==> src/rtl/kwm_pkg.sv <==
package kwm_pkg;

  localparam int LISTS_DEF          = 16;
  localparam int ELEMS_PER_LIST_DEF = 64;
  localparam int DATA_WIDTH_DEF     = 32;

  localparam int KIND_W    = 2;
  localparam int LIST_ID_W = 4;
  localparam int VALUE_W   = 32;
  localparam int STATUS_W  = 2;

  localparam logic [KIND_W-1:0] KIND_APPEND = 2'd0;
  localparam logic [KIND_W-1:0] KIND_POP    = 2'd1;
  localparam logic [KIND_W-1:0] KIND_CLEAR  = 2'd2;

  localparam logic [STATUS_W-1:0] STATUS_OK    = 2'd0;
  localparam logic [STATUS_W-1:0] STATUS_EMPTY = 2'd1;
  localparam logic [STATUS_W-1:0] STATUS_FULL  = 2'd2;

  // control from the scan sequencer to the minimum tracker
  typedef struct packed {
    logic start;
    logic cand_valid;
  } kwm_trk_ctl_t;

endpackage

==> src/rtl/kwm_min_track.sv <==
module kwm_min_track
  import kwm_pkg::*;
#(
  parameter int LW = 4,
  parameter int CW = 7,
  parameter int DW = 32
) (
  input  logic          clk,
  input  logic          rst_n,
  input  kwm_trk_ctl_t  ctl,
  input  logic [LW-1:0] cand_list,
  input  logic [CW-1:0] cand_rp,
  input  logic [CW-1:0] cand_wc,
  input  logic [DW-1:0] cand_data,
  output logic          found,
  output logic [LW-1:0] best_list,
  output logic [CW-1:0] best_rp,
  output logic [CW-1:0] best_wc,
  output logic [DW-1:0] best_data
);

  logic          found_r;
  logic [LW-1:0] best_list_r;
  logic [CW-1:0] best_rp_r;
  logic [CW-1:0] best_wc_r;
  logic [DW-1:0] best_data_r;
  logic          take;

  // strictly smaller only: lists arrive in ascending order, so ties keep the lower list
  assign take = ctl.cand_valid && !ctl.start &&
                (!found_r || ($signed(cand_data) < $signed(best_data_r)));

  always_ff @(posedge clk) begin
    if (!rst_n) begin
      found_r <= 1'b0;
    end else if (ctl.start) begin
      found_r <= 1'b0;
    end else if (take) begin
      found_r <= 1'b1;
    end
  end

  always_ff @(posedge clk) begin
    if (take) begin
      best_list_r <= cand_list;
      best_rp_r   <= cand_rp;
      best_wc_r   <= cand_wc;
      best_data_r <= cand_data;
    end
  end

  assign found     = found_r;
  assign best_list = best_list_r;
  assign best_rp   = best_rp_r;
  assign best_wc   = best_wc_r;
  assign best_data = best_data_r;

endmodule

==> config.mk <==
export PLATFORM = sky130hd
export DESIGN_NAME = kwm_min_track
export DESIGN_NICKNAME = d
export VERILOG_FILES = /design/src/rtl/kwm_pkg.sv /design/src/rtl/kwm_min_track.sv
export SDC_FILE = /design/constraint.sdc
export NUM_CORES = 1
export LEC_CHECK = 0
export ABC_AREA = 1
export BUFFER_PORTS_ARGS = -buffer_cell sky130_fd_sc_hd__buf_2
export CAP_MARGIN = 20
export CORE_MARGIN = 5
export CORE_UTILIZATION = 51
export DETAILED_ROUTE_END_ITERATION = 12
export GPL_TIMING_DRIVEN = 0
export PLACE_DENSITY = 0.85
export SYNTH_ARGS = -nofsm -noshare
export SYNTH_HDL_FRONTEND = slang
export SYNTH_SLANG_ARGS = --single-unit
==> constraint.sdc <==
create_clock -name clk -period 13.5 [get_ports clk]
set_input_delay 2.7 -clock clk [delete_from_list [all_inputs] [get_ports clk]]
set_output_delay 2.7 -clock clk [all_outputs]
set_load 0.1 [all_outputs]
==> results of run 1 <==
Yosys cell counts (all sizes together) (2+ instances only):
cell     n
edfxtp  50
inv     40
ha      31
nand2   28
a21oi   16
nor2     8
o21ai    4
nand3    2
nand4    2
nor3     2
layer usage:
metal  vias to the layer above  track usage (%)  routed length, µm
li1                        864                -                  -
met1                       763             18.7               1990
met2                        65             27.9               2370
met3                         2             4.46                365
met4                         0             4.55                 36
met5                         -                0                  0
worst max-delay path, cell delays in order:
cell     delay (ps)
buf_2           110
ha_1            330
nand2_1          90
nor2_2          140
nand4_2         120
nor4_2          200
nand2_1         110
a21oi_1         140
nor2_1           80
nor2_4          540
buf_12          270
power breakdown:
part           internal (W)  total [W]  switching, W  leakage, nW
Clock             0.0000363  0.0000826     0.0000462       0.0428
Sequential         0.000182   0.000185    0.00000254        0.476
Combinational     0.0000189  0.0000872     0.0000683         1.01
registers in the layout, indices dropped and copies added, names as in the netlist:
register / flops
found: 1
best_rp: 7
best_wc: 7
best_list: 4
best_data: 32
stage by stage:
step | setup WS, ps | instance area (µm²) | hold slack, ps | util (%)
2_1_floorplan | 7220 | 2370 | 1030 | -
3_3_place_gp | 6080 | 2960 | 516 | 66.6
3_5_place_dp | 8320 | 2990 | 514 | 67.2
4_1_cts | 8620 | 3070 | 543 | 69.1
5_1_grt | 8400 | 3070 | 563 | 69.1
6_report | 8650 | 3070 | 545 | 69.1
layout make-up:
class                           instances  area, µm²  area share (%)
Tap cell                               52       65.1            2.12
Clock inverter                          2       12.5           0.407
Clock buffer                            6       72.6            2.36
Sequential cell                        51       1520            49.5
Timing Repair Buffer                  105        541            17.6
Inverter                               40        150            4.89
Multi-Input combinational cell         97        709            23.1
final timing paths:
check,from,to
worst max-delay path,cand_data[31],best_rp[3]
worst min-delay path,found,found
worst max register to register,best_data[31],best_rp[3]
worst min register to register,found,found
kinds of logic after synthesis:
kind of cell               share of synthesized area (%)
and+or+nand+nor                                     7.96
DFF                                                 64.1
adders and majority gates                           16.3
AOI/OAI and AO/OA                                   5.27
buffers and inverters                               6.33
==> results.py, run 1 <==
metrics = {
    "timing": {
        "slew_headroom_pct": 53.2,
        "finalHoldViolations": 0,
        "tightest_slew_ps": 700,
        "finalSetupViolCount": 0,
        "max_freq_ghz": 0.206,
        "skew_ps": 5.86,
        "fin_setup_tns_ps": 0,
        "finalCritPeriodShare_pct": 35.9,
        "post-route-min-period_ps": 4850,
        "slew_violations": 0,
        "rsz0062_at_grt": "no",
    },
    "global_route": {
        "grt_pass1_vias": 1665,
        "grt_pass1_wl_mm": 7.53,
        "antenna_found_initial": 0,
        "grt_max_degree": 29,
        "grt_overflow": 0,
        "grt_use_total_pct": 15.7,
    },
    "setup_path": {
        "critPathLaunchType": "input pin",
        "crit_path_end_kind": "flip-flop",
        "required_ps": 13500,
        "crit_type": "input pin to flip-flop",
        "worstPathArrival_ps": 4850,
        "critPathMaxFanout": 28,
        "reg2reg_slack_ps": 10760,
        "r2r_cells": 11,
    },
    "clock_tree": {
        "htree_levels": 2,
        "cts_resized": 0,
        "ctsHoldBuffers": 0,
        "cts-buffers-inserted": 5,
        "cts_tree": "yes",
        "cts_setup_buffers": 0,
        "clockBufferDepth": 2,
        "clkTransAtPathRegs_ps": 90,
        "clock-root-buffer": "clkbuf_8",
        "numClockSinks": 51,
        "insertion_delay_ps": 290,
    },
    "yosys": {
        "synthesis.nets": 273,
        "ys_ff_latch": 51,
        "ys_seq_area_share_pct": 64.1,
        "synth_top_area_share_pct": 63.3,
        "synthArstFlopShare_pct": 0,
        "yosysTopAreaCell": "edfxtp_1",
        "syn_area_um2": 2370,
        "synthDistinctLibCells": 17,
        "synth_area_leaders": "edfxtp_1, ha_1, inv_1",
        "ys_warn_count": 0,
        "synth_edf_count": 50,
        "postSynthCellCount": 188,
        "ys.flop_type": "edfxtp_1",
        "synth_area_per_cell_um2": 12.6,
    },
    "power": {
        "ir_worst_vdd_mv": 0.0587,
        "p_per_area_nw_per_um2": 115,
        "p_leak_nw": 1.53,
        "power_w": 0.000355,
    },
    "drt": {
        "wl_per_cell_um": 13.5,
        "via_count": 1694,
        "wirelength_mm": 4.76,
        "ant_nets": 0,
        "drt_iter0_markers": 58,
        "viasPerCell": 4.80,
        "route.detailed.drc": 0,
        "drt_first_pass_iters": 4,
    },
    "final_layout": {
        "layout-drive-gt1-share_pct": 38.2,
        "fin_nets": 385,
        "layout_commonest_cell": "buf_2",
        "fillCellCount": 348,
        "antennaDiodeCount": 0,
        "layout_common_cells": "buf_2, edfxtp_1, inv_1",
        "final-instance-count-excl-fill": 353,
        "syn2layout_area_growth_pct": 29.4,
    },
    "worst_hold_path": {
        "hold_depth": 1,
        "min_path_type": "flip-flop to flip-flop",
    },
    "die": {
        "core_um2": 4440,
        "io-pin-count": 105,
        "die_x_um": 78.2,
        "rows": 24,
        "dieHeight_um": 78.2,
        "dieArea_um2": 6120,
        "start_util_pct": 53.4,
    },
    "placement": {
        "numPlacedInstances": 345,
        "gp_congestion": 0.759,
        "dp.final_hpwl_mm": 3.96,
        "port_buffers": 104,
    },
    "run": {
        "max_cap_viol_count": 0,
    },
    "outcome": {
        "status": "finished clean",
    },
}
Power figures use the tool's default switching activity.
==> run 2: changes to the inputs <==
--- a/config.mk
+++ b/config.mk
@@ -9,10 +9,10 @@
 export BUFFER_PORTS_ARGS = -buffer_cell sky130_fd_sc_hd__buf_2
 export CAP_MARGIN = 20
 export CORE_MARGIN = 5
-export CORE_UTILIZATION = 51
+export CORE_UTILIZATION = 47
 export DETAILED_ROUTE_END_ITERATION = 12
 export GPL_TIMING_DRIVEN = 0
-export PLACE_DENSITY = 0.85
+export PLACE_DENSITY = 0.8
 export SYNTH_ARGS = -nofsm -noshare
 export SYNTH_HDL_FRONTEND = slang
 export SYNTH_SLANG_ARGS = --single-unit
==> constraint.sdc (replaced) <==
create_clock -name clk -period 5.1 [get_ports clk]
set_input_delay 1.02 -clock clk [delete_from_list [all_inputs] [get_ports clk]]
set_output_delay 1.02 -clock clk [all_outputs]
set_load 0.1 [all_outputs]
==> run 2 against run 1 <==
  * Utilization decreased by 5.0 points
  * Largest cell class unchanged
  * Non-clock buffer count did not move
  * Global-route usage down 1.0 points
  * Setup slack worse by 6600 ps
  * Cell area up 0.61%
  * Final cell count is 4.2% higher
  * Flip-flop and latch count unchanged
  * Critical endpoint is now best_list[1]
  * Die area rose by 7.4%
==> results.py, run 2 (synthesized netlist as in run 1, its figures left out) <==
metrics = {
    "die": {
        "rows": 25,
        "core_um2": 4820,
        "dieHeight_um": 81.1,
        "start_util_pct": 49.3,
        "die_x_um": 81.1,
        "io-pin-count": 105,
        "dieArea_um2": 6570,
    },
    "timing": {
        "tightest_slew_ps": 618,
        "finalSetupViolCount": 0,
        "setup_ws_ps": 2010,
        "max_freq_ghz": 0.323,
        "finalCritPeriodShare_pct": 60.6,
        "finalHoldViolations": 0,
        "slew_violations": 0,
        "slew_headroom_pct": 58.7,
        "post-route-min-period_ps": 3090,
        "skew_ps": 4.69,
        "rsz0062_at_grt": "no",
    },
    "final_layout": {
        "antennaDiodeCount": 0,
        "fillCellCount": 404,
        "regArea_um2": 1520,
        "syn2layout_area_growth_pct": 30.2,
        "largest_reg_flops": 32,
        "fin_nets": 385,
        "layout-drive-gt1-share_pct": 38.5,
        "multi_input_area_um2": 709,
        "layout_common_cells": "buf_2, edfxtp_1, inv_1",
        "layout_commonest_cell": "buf_2",
        "fin_area_um2": 3090,
        "final-instance-count-excl-fill": 368,
    },
    "placement": {
        "pre_cts_slack_ps": 1640,
        "place_area_um2": 3010,
        "port_buffers": 104,
        "dp.final_hpwl_mm": 3.98,
        "gp_congestion": 0.747,
        "numPlacedInstances": 360,
    },
    "setup_path": {
        "crit_type": "input pin to flip-flop",
        "reg2reg_to": "best_list[1]",
        "reg2reg_from": "best_data[31]",
        "critPathMaxFanout": 32,
        "worstPathArrival_ps": 3090,
        "r2r_cells": 11,
        "required_ps": 5100,
        "critPathLaunchType": "input pin",
        "reg2reg_slack_ps": 2430,
        "crit_path_end_kind": "flip-flop",
    },
    "clock_tree": {
        "insertion_delay_ps": 290,
        "clockBufferDepth": 2,
        "ctsHoldBuffers": 0,
        "clock-root-buffer": "clkbuf_8",
        "htree_levels": 2,
        "numClockSinks": 51,
        "clkTransAtPathRegs_ps": 90,
        "cts_resized": 0,
        "cts-buffers-inserted": 5,
        "cts_setup_buffers": 0,
        "cts_tree": "yes",
    },
    "worst_hold_path": {
        "hold_depth": 1,
        "whs_endpoint": "found",
        "hp-start": "found",
        "min_path_type": "flip-flop to flip-flop",
    },
    "drt": {
        "ant_nets": 0,
        "via_count": 1711,
        "drt_iter0_markers": 79,
        "wl_per_cell_um": 12.8,
        "drt_first_pass_iters": 4,
        "viasPerCell": 4.65,
        "route.detailed.drc": 0,
        "wirelength_mm": 4.73,
    },
    "global_route": {
        "grt_max_degree": 33,
        "antenna_found_initial": 1,
        "grt_overflow": 0,
        "grt_use_total_pct": 14.7,
        "grt_pass1_wl_mm": 7.26,
        "grt_pass1_vias": 1604,
    },
    "run": {
        "max_cap_viol_count": 0,
    },
    "power": {
        "ir_worst_vdd_mv": 0.145,
        "p_leak_nw": 1.53,
        "p_per_area_nw_per_um2": 304,
        "power_w": 0.000941,
    },
    "outcome": {
        "status": "finished clean",
    },
}
-- run 2: cell count changes in the layout (fill, tap and decap cells not counted) --
cell / before / now
clkinv_2: 0 / 1
clkinv_1: 1 / 0
clkinvlp_4: 0 / 1
clkinv_4: 1 / 0
-- run 2: how the worst max path moves through the flow --
stage                       start             to  slack, ps  cells past startpoint
floorplan           best_data[31]   best_data[0]        460                     10
global placement    cand_data[31]   best_data[2]       -640                     10
detailed placement  cand_data[31]     best_rp[4]       1640                     11
CTS                 cand_data[31]     best_rp[3]       1950                     11
global route        cand_data[31]  best_data[21]       1810                     11
finish              cand_data[31]   best_list[1]       2010                     11
-- run 2: routing by layer --
metal  share of wire, %  track usage (%)  up-vias
met5               0.28                0        -
met4               0.72             6.08        2
met3                 11             4.66        6
met2                 48             25.2       71
met1                 40             17.1      764
li1                   -                -      868
-- run 2: critical path: stages --
cell and delay (ps):
buf_2 110, ha_1 330, nand2_1 90, nor2_2 140, nand4_2 120, a21oi_1 190, nor2_1 90, a21oi_1 140
nor2_1 80, nor2_4 490, buf_12 280
-- run 2: power breakdown --
group	internal [W]	switching, W	leakage (nW)	total [W]
registers	0.000483	0.00000671	0.476	0.000489
logic	0.0000500	0.000181	1.01	0.000231
clock network	0.0000960	0.000125	0.0412	0.000221
-- run 2: per-stage QoR --
stage                     util [%]  hold slack, ps  TNS (ps)
after CTS                     64.2             575         0
after floorplan                  -            1030         0
after global placement        61.8             511    -31850
after global routing          64.2             590         0
final                         64.2             587         0
after detailed placement      62.4             547         0
-- run 2: cell type report --
class,instances,area share (%)
clock buffers,6,2.35
clock inverters,2,0.405
inverters,40,4.86
multi-input cells,97,23.0
flip-flops and latches,51,49.2
well taps,67,2.71
repair buffers,105,17.5
==> run 3: changes to the inputs <==
--- a/config.mk
+++ b/config.mk
@@ -5,7 +5,7 @@
 export SDC_FILE = /design/constraint.sdc
 export NUM_CORES = 1
 export LEC_CHECK = 0
-export ABC_AREA = 1
+export ABC_AREA = 0
 export BUFFER_PORTS_ARGS = -buffer_cell sky130_fd_sc_hd__buf_2
 export CAP_MARGIN = 20
 export CORE_MARGIN = 5
==> constraint.sdc (replaced) <==
create_clock -name clk -period 2.9 [get_ports clk]
set_input_delay 0.58 -clock clk [delete_from_list [all_inputs] [get_ports clk]]
set_output_delay 0.58 -clock clk [all_outputs]
set_load 0.1 [all_outputs]
==> run 3 against run 2 <==
  * Sequential power up 76%
  * Clock skew increased by 3.1 ps
  * Clock-buffer cell count is 1 lower
  * Non-clock buffer count rose by 4
  * Setup slack got worse by 1800 ps
  * Sequential share of layout area fell by 1.3 points
  * Cell area increased by 2.6%
  * Combinational power grew 83%
==> results.py, run 3 <==
metrics = {
    "power": {
        "p_leak_nw": 1.47,
        "switchingPower_w": 0.000557,
        "ir_worst_vdd_mv": 0.380,
        "power_w": 0.00176,
        "p_int_w": 0.00120,
        "p_clk_share_pct": 27.0,
        "p_sw_share_pct": 31.7,
        "seq_power_share_pct": 49.0,
        "p_per_area_nw_per_um2": 554,
        "share_comb_of_total_power_pct": 24.0,
    },
    "die": {
        "die_x_um": 80.8,
        "core_um2": 4790,
        "rows": 25,
        "dieArea_um2": 6540,
        "start_util_pct": 49.3,
        "io-pin-count": 105,
        "dieHeight_um": 80.8,
    },
    "global_route": {
        "grt_overflow": 0,
        "grt_use_total_pct": 15.7,
        "grt_pass1_wl_mm": 7.76,
        "grt_max_degree": 17,
        "grt_pass1_vias": 1729,
        "antenna_found_initial": 0,
    },
    "clock_tree": {
        "htree_levels": 2,
        "cts_tree": "yes",
        "clockBufferDepth": 2,
        "clkTransAtPathRegs_ps": 90,
        "clock-root-buffer": "clkbuf_8",
        "insertion_delay_ps": 300,
        "numClockSinks": 51,
        "cts-buffers-inserted": 5,
    },
    "timing": {
        "finalHoldViolations": 0,
        "slew_violations": 0,
        "skew_ps": 7.81,
        "rsz0062_at_grt": "no",
        "finalSetupViolCount": 0,
        "post-route-min-period_ps": 2700,
        "max_freq_ghz": 0.370,
        "tightest_slew_ps": 462,
        "finalCritPeriodShare_pct": 93.2,
        "slew_headroom_pct": 68.4,
        "setup_ws_ps": 197,
        "hold_ws_ps": 450,
    },
    "setup_path": {
        "required_ps": 2910,
        "worstPathArrival_ps": 2710,
        "crit_chain": "inv_1 -> ha_1 -> a21oi_1 -> o21ai_1 -> a221o_1 -> a211o_1 -> nor2b_4 -> nor4_4 -> buf_8 -> buf_6",
        "crit_path_end_kind": "flip-flop",
        "critPathLaunchType": "flip-flop",
        "r2r_cells": 10,
        "crit_path_max_incr_delay_ps": 380,
        "cpMaxStageDelayCell": "edfxtp_1",
        "crit_type": "flip-flop to flip-flop",
        "critPathMaxFanout": 16,
    },
    "final_layout": {
        "fillCellCount": 378,
        "layout_common_cells": "buf_2, edfxtp_1, inv_1",
        "layout_commonest_cell": "buf_2",
        "fin_nets": 369,
        "finalCoreUtilization_pct": 66.3,
        "largest_reg_flops": 32,
        "syn2layout_area_growth_pct": 34.5,
        "layout-drive-gt1-share_pct": 44.4,
        "antennaDiodeCount": 0,
    },
    "yosys": {
        "yosysTopAreaCell": "edfxtp_1",
        "ys.flop_type": "edfxtp_1",
        "postSynthCellCount": 168,
        "synthArstFlopShare_pct": 0,
        "ys_warn_count": 0,
        "synth_top_area_share_pct": 63.7,
        "synth_area_per_cell_um2": 14.0,
        "yosysMostFrequentCell": "edfxtp_1",
        "ys_seq_area_share_pct": 64.5,
        "synth_edf_count": 50,
        "synth_area_leaders": "edfxtp_1, ha_1, inv_1",
        "ys_ff_latch": 51,
        "synthDistinctLibCells": 25,
        "syn_area_um2": 2360,
        "synthesis.nets": 253,
        "ys_top_cells_by_count": "edfxtp_1, inv_1, ha_1",
    },
    "drt": {
        "drt_iter0_markers": 46,
        "ant_nets": 0,
        "drt_first_pass_iters": 4,
        "viasPerCell": 4.73,
        "route.detailed.drc": 0,
        "wirelength_mm": 4.71,
        "via_count": 1659,
        "wl_per_cell_um": 13.4,
    },
    "worst_hold_path": {
        "min_path_type": "input pin to flip-flop",
        "hold_depth": 1,
    },
    "placement": {
        "dp.final_hpwl_mm": 3.93,
        "port_buffers": 104,
        "gp_congestion": 0.746,
        "pre_cts_slack_ps": -458,
    },
    "outcome": {
        "status": "finished clean",
    },
    "run": {
        "max_cap_viol_count": 0,
    },
}
[run 3: cell count changes after synthesis, moves of 3 or more]
cell	before	now
a21oi_1	16	13
inv_1	40	32
nand2_1	28	7
nand4_1	1	6
nor2_1	7	3
[run 3: critical path: cells and delay by family (launching register included)]
family                     cells  cell delay (ps)
AOI/OAI and AO/OA              4              810
adders and majority gates      1              230
and+or+nand+nor                2              510
DFF                            1              380
buffers and inverters          3              470
[run 3: path summary, 6_finish.rpt]
path | from | to | slack [ps]
worst min-delay path | cand_list[0] | best_list[0] | 450
worst max register to register | best_data[21] | best_data[15] | 200
worst min register to register | found | found | 600
worst max-delay path | best_data[21] | best_data[15] | 200
[run 3: per-stage QoR]
stage	TNS [ps]	std cells	area, µm²
6_report	0	351	3170
5_1_grt	0	351	3170
4_1_cts	0	351	3170
3_5_place_dp	-14430	342	3050
3_3_place_gp	-84880	339	3010
2_1_floorplan	-68050	168	2400
[run 3: final cells by class]
cell class / instances / area [µm²] / share of cell area, %
Multi-Input combinational cell: 85 / 763 / 24.1
Tap cell: 67 / 83.8 / 2.64
Sequential cell: 51 / 1520 / 48.0
Timing Repair Buffer: 109 / 577 / 18.2
Clock buffer: 5 / 68.8 / 2.17
Clock inverter: 2 / 37.5 / 1.18
Inverter: 32 / 120 / 3.79
[run 3: metal layers]
| layer | vias up | GRT usage [%] | share of wire (%) |
|---|---|---|---|
| li1 | 848 | - | - |
| met1 | 745 | 18.2 | 41 |
| met2 | 59 | 27.6 | 50 |
| met3 | 7 | 4.99 | 8.3 |
| met4 | 0 | 4.56 | 1.0 |
| met5 | - | 0 | 0 |
[run 3: cells by family after synthesis]
| kind of cell | Yosys count | synth area share [%] |
|---|---|---|
| compound gates | 27 | 7.16 |
| simple gates | 27 | 6.79 |
| buf+inv | 32 | 5.09 |
| fa+ha+maj | 31 | 16.4 |
| flops | 51 | 64.5 |
[run 3: power by group through the flow]
| stage | Combinational [W] | Clock (W) | Sequential [W] |
|---|---|---|---|
| floorplan | 0.0000897 | 0 | 0.00111 |
| global placement | 0.000409 | 0 | 0.000879 |
| detailed placement | 0.000423 | 0 | 0.000878 |
| CTS | 0.000426 | 0.000487 | 0.000862 |
| global route | 0.000451 | 0.000528 | 0.000865 |
| finish | 0.000422 | 0.000474 | 0.000861 |
[run 3: repair_timing]
action | CTS | global route
gates resized for setup | 0 | 0
hold buffers | 0 | 0
setup buffers | 2 | 0
setup endpoints to repair | 16 | 0
